<file path="src/rtl/core/dpfc_pkg.sv">
`default_nettype none
package dpfc_pkg;
  localparam int PRIME_LIMIT = 65536;
  localparam int PRIME_SLOTS = 8192;
  localparam int MAP_AW = $clog2(PRIME_LIMIT);
  localparam int LIST_AW = $clog2(PRIME_SLOTS);
  localparam int PRIME_W = MAP_AW;
  localparam int NUM_W = 31;
  localparam int CNT_W = 4;
  localparam int POW_W = 10;

  typedef enum logic [3:0] {
    S_CLEAR, S_SIEVE_RD, S_SIEVE_CHK, S_MARK, S_COLLECT_RD, S_COLLECT,
    S_IDLE, S_RD, S_CHK, S_DIV, S_DONE
  } state_t;

  typedef struct packed {
    logic start;
    logic busy;
    logic zero_rem;
  } div_ctl_t;
endpackage
`default_nettype wire

</file>
<file path="src/rtl/core/dpfc_div.sv">
`default_nettype none
// restoring divider, one quotient bit a cycle
module dpfc_div import dpfc_pkg::*; (
  input  wire logic               clk,
  input  wire logic               rst,
  input  wire logic               start,
  input  wire logic [NUM_W-1:0]   dividend,
  input  wire logic [PRIME_W-1:0] divisor,
  output logic                    busy,
  output logic [NUM_W-1:0]        quotient,
  output logic                    zero_rem
);
  localparam int CW = $clog2(NUM_W + 1);
  logic [PRIME_W:0] rem;
  logic [PRIME_W-1:0] dvs;
  logic [CW-1:0] cnt;
  logic [PRIME_W+1:0] trial;

  assign trial = {rem, quotient[NUM_W-1]} - {2'b0, dvs};
  assign zero_rem = (rem == '0);

  always_ff @(posedge clk) begin
    if (rst) begin
      busy <= 1'b0;
      cnt <= '0;
    end else if (start) begin
      busy <= 1'b1;
      cnt <= CW'(NUM_W);
      rem <= '0;
      quotient <= dividend;
      dvs <= divisor;
    end else if (busy) begin
      if (trial[PRIME_W+1]) begin
        rem <= {rem[PRIME_W-1:0], quotient[NUM_W-1]};
        quotient <= {quotient[NUM_W-2:0], 1'b0};
      end else begin
        rem <= trial[PRIME_W:0];
        quotient <= {quotient[NUM_W-2:0], 1'b1};
      end
      cnt <= cnt - 1'b1;
      if (cnt == CW'(1)) busy <= 1'b0;
    end
  end

  a_cnt: assert property (@(posedge clk) disable iff (rst) busy |-> cnt != '0)
    else $error("divider busy with zero count");
endmodule
`default_nettype wire

</file>
<file path="config.mk">
export PLATFORM = sky130hd
export DESIGN_NAME = dpfc_div
export DESIGN_NICKNAME = d
export VERILOG_FILES = /design/src/rtl/core/dpfc_pkg.sv /design/src/rtl/core/dpfc_div.sv
export SDC_FILE = /design/constraint.sdc
export NUM_CORES = 1
export LEC_CHECK = 0
export BUFFER_PORTS_ARGS = -buffer_cell sky130_fd_sc_hd__buf_2
export CORE_ASPECT_RATIO = 0.75
export CORE_MARGIN = 3
export CORE_UTILIZATION = 51
export CTS_BUF_LIST = sky130_fd_sc_hd__clkbuf_4
export DETAILED_ROUTE_END_ITERATION = 10
export PLACE_DENSITY = 0.79
export SYNTH_ARGS = -nofsm -noshare
export SYNTH_HDL_FRONTEND = slang
export SYNTH_SLANG_ARGS = --single-unit
</file>
<file path="constraint.sdc">
create_clock -name clk -period 3.5 [get_ports clk]
set_input_delay 0.35 -clock clk [delete_from_list [all_inputs] [get_ports clk]]
set_output_delay 0.35 -clock clk [all_outputs]
set_load 0.005 [all_outputs]
</file>
After elaboration in Yosys (flattened, before gate mapping)
Cells that the tools add are included.
{"block": "classes", "n_addsub": 2, "n_reduce_logical": 4, "bitwise_logic": 1, "mux": 10, "n_eq_ne": 1}
{"operator": "$mux 31", "n": 2}
{"operator": "$mux 17", "n": 2}
{"operator": "$sub 18x16->18", "n": 1}
{"operator": "$logic_not 17->1", "n": 1}
{"operator": "$mux 5", "n": 2}
{"operator": "$eq 5x1->1 const B", "n": 1}
{"operator": "$sub 5x1->5 const B", "n": 1}
{"operator": "$mux 1", "n": 4}
{"operator": "$reduce_and 2->1", "n": 2}
{"operator": "$reduce_bool 2->1", "n": 1}
{"operator": "$not 1->1", "n": 1}
{"block": "word_totals", "input_bits": 50, "ff_bits": 70, "output_inout_bits": 33, "elab_cells": 23}

Logic depth before layout (Yosys ltp)
{"block": "depth", "word_depth": 4, "depth_mapped": 11, "depth_no_buf": 10}

Least setup slack after synthesis
OpenSTA, ideal clock, no wires.
{"block": "synth_path", "path_kind": "input -> register", "startpoint": "input port start", "endpoint": "register quotient[0] (enable)", "path_buffers": 2, "setup_time_ns": 0.454, "path_slack_ns": 0.088, "stages": 4, "arrival_time_ns": 2.959, "cell_sequence": "clkbuf_1 -> clkbuf_1 -> nor2_1 -> nor2_1"}
{"block": "synth_between", "elab_chain_len": 2}
{"element": "from (decl)", "line": "dpfc_div.sv:6", "rtl": "input wire logic start,"}
{"element": "$reduce_bool 2->1 (no line)"}
{"element": "$reduce_and 2->1 (no line)"}
{"element": "to (signal assigned)", "line": "dpfc_div.sv:30", "rtl": "quotient <= dividend;"}
{"element": "to (signal assigned)", "line": "dpfc_div.sv:35", "rtl": "quotient <= {quotient[NUM_W-2:0], 1'b0};"}
{"element": "to (signal assigned)", "line": "dpfc_div.sv:38", "rtl": "quotient <= {quotient[NUM_W-2:0], 1'b1};"}
{"element": "to (decl)", "line": "dpfc_div.sv:10", "rtl": "output logic [NUM_W-1:0] quotient,"}
No other way between the ends.
A chain may end at the register's enable or synchronous reset.

Worst setup path after layout
{"block": "layout_path", "startpoint": "register rem[8]", "endpoint": "register rem[4] (data pin)"}
{"block": "layout_between", "elab_chain_len": 3}
{"element": "from (decl)", "line": "dpfc_div.sv:14", "rtl": "logic [PRIME_W:0] rem;"}
{"element": "from (signal assigned)", "line": "dpfc_div.sv:34", "rtl": "rem <= {rem[PRIME_W-1:0], quotient[NUM_W-1]};"}
{"element": "from (signal assigned)", "line": "dpfc_div.sv:37", "rtl": "rem <= trial[PRIME_W:0];"}
{"element": "$sub 18x16->18", "line": "dpfc_div.sv:19", "rtl": "assign trial = {rem, quotient[NUM_W-1]} - {2'b0, dvs};"}
{"element": "$mux 17", "line": "dpfc_div.sv:33", "rtl": "if (trial[PRIME_W+1]) begin"}
{"element": "$mux 17", "line": "dpfc_div.sv:32", "rtl": "end else if (busy) begin"}
No other way between the ends. The select of a mux whose other input is x is not followed.

==> out/qor.csv <==
metric;value;unit
outcome;finished clean;
swShare;0.2762;
critical_path_required;3.65;ns
async_reset_ff_frac;0;
drt_iter0_drc;178;
grtUsageTotal;0.2057;
diodes;0;
crit_type;flop to flop;
nFillCells;560;
fin_setup_tns;0;ns
netlist.area_leader.share;0.5110;
ys_ff_latch;70;
slew_headroom;0.3756;
power_frac_comb;0.230;
dieWidth;105.2;um
powerDensity;498.1;nW/um2
grt_max_degree;52;
end_kind;flop;
p_switching;0.6132;mW
cts_root_buf;clkbuf_4;
ys_top_cells_by_count;edfxtp_1 (64), mux2_2 (30), inv_1 (25), a21oi_1 (23), nor2_1 (23);
initial_core_util;0.5377;
syn_avg_cell_area;11.86;um2
top_layer_used;met4;
fmax;311.8;MHz
clk_path_buf_depth;2;
critPathLaunchType;flop;
hpwl;5.941;mm
fin_util;0.6372;
fp.dieH;80.37;um
cp_data_arrival_time;3.36;ns
clk_pin_slew;0.12;ns
drt-total-wl;8.223;mm
finalCritPeriodShare;0.9164;
synth_cell_type_count;47;
syn_inst;317;
vias;2781;
clkSinkCount;70;
power;2.220;mW
pwr-share-clk;0.297;
fin_crit;3.207;ns
grt_antenna_before_repair;0;
finalSetupViolations;0;
synth.largest_area_cell;edfxtp_1;
ys.flop_type;edfxtp_1;
routed_via_density;5.507;
grt_setup_unrepaired;false;
multi_input_area;1584;um2
synth.most_common_cell;edfxtp_1;
grt_pass1_vias;2702;
avgRoutedWirePerCell;16.28;um
p_int;1.607;mW
place_congestion;0.9278;
ant_nets;0;
design.core.area;6994;um2
yosys-top-cells-area;edfxtp_1 (51%), mux2_2 (9.0%), ha_1 (6.0%);
ioPinCount;83;
power_frac_seq;0.472;
drc;0;
p_leak;1.853;nW
post_cts_resized;0;
cap_violations;0;
drive_above_1_share;0.3268;
yosysWarnings;0;
dieArea;8452;um2
clkLatencyLatePin;0.42;ns
min_path_type;input pin to flop;
postCtsHoldBufs;0;
synth-seq-area-share;0.5429;
synth_edf_count;64;
htree_levels;3;
cts_buffers;9;
final_cells;505;
ir_worst_vdd;0.0002479;V
nets;471;
area_growth;18.50;%
cts_tree;yes;
worst_pin_slew;0.9366;ns
rows;26;
syn_nets;386;
syn-cell-area;3761;um2
dp.cells;489;
seqCellArea;2042;um2
cp_max_fo;22;
met2_wirelength;3.898;mm
finalHoldViolCount;0;
postCtsSetupRepairBufs;0;
drtPass1Iterations;4;
fin_skew;0.01557;ns
wl_met1;3.696;mm
final_max_slew_viol_count;0;
portBuffers;82;
grt_pass1_wl;13.54;mm
route.met3.wl;464;um
grt-ovfl-total;0;
state kept, by name, summed over array words and instances, names as in the netlist:
register,count
busy,1
dvs,16
rem,17
quotient,31
cnt,5
cell type report:
| class | count | area share |
|---|---|---|
| sequential | 70 | 0.4582 |
| multi-input combinational | 211 | 0.3554 |
| timing repair buffer | 85 | 0.09714 |
| tap | 98 | 0.02751 |
| clock inverter | 5 | 0.02218 |
| inverter | 25 | 0.02106 |
| clock buffer | 11 | 0.01853 |
layout by cell type (no fill, tap or decap), types with 4 or more instances in the layout:
cell,count
edfxtp_1,64
nand2_1,19
dfxtp_1,6
o211ai_1,4
o21ai_0,15
ha_1,18
mux2i_1,11
nor4_1,5
xnor2_1,9
buf_2,82
a211oi_1,4
xor2_1,6
a21oi_1,23
nand2b_1,5
clkbuf_4,11
nor3_1,4
inv_1,25
nor2_1,22
mux2_2,30
worst max-delay path: stages (launching register included):
cell	delay, ns
edfxtp_1	0.45
ha_1	0.43
nand2_1	0.13
or3_1	0.40
o21ba_1	0.20
o21ai_0	0.13
a211o_1	0.81
mux2i_1	0.31
nor2_1	0.07
logic make-up (layout without fill, tap and decap cells):
logic type	count (synthesis)	count (layout)	synth area share
flops	70	70	0.5429
simple gates	70	70	0.08850
compound gates	66	66	0.1114
mux	41	41	0.1191
buf+inv	36	126	0.03792
fa+ha+maj	19	19	0.06520
xor+xnor	15	15	0.03493
power by group through the flow:
stage               Combinational [mW]  Clock, mW  Sequential, mW
floorplan                        0.371          0            1.06
global placement                 0.482          0            1.06
detailed placement               0.503          0            1.07
CTS                              0.507      0.669            1.05
global route                     0.569      0.704            1.06
finish                           0.512      0.660            1.05
per-layer routing:
metal  vias to the layer above  global-route usage
met3                        16             0.06345
met2                        91              0.3380
met1                      1334              0.2632
met5                         -                   0
li1                       1340                   -
met4                         0             0.06291
final timing paths:
| kind | from | to | slack, ns | depth (start not counted) |
|---|---|---|---|---|
| setup / recovery | rem[8] | rem[4] | 0.29 | 8 |
| setup reg to reg | rem[8] | rem[4] | 0.29 | 8 |
| hold reg to reg | quotient[29] | quotient[30] | 0.59 | 1 |
| hold / removal | divisor[7] | dvs[7] | 0.09 | 1 |
through the flow:
stage               cell area, um2  setup WS [ns]  hold WS [ns]
floorplan                     3761        0.08761        0.4489
global placement              4275         0.4857        0.5266
detailed placement            4275         0.3922        0.5281
CTS                           4457         0.3118       0.07164
global route                  4457        0.06924       0.05422
finish                        4457         0.2927       0.09201
Note: power is estimated with default switching activity, not from simulation.
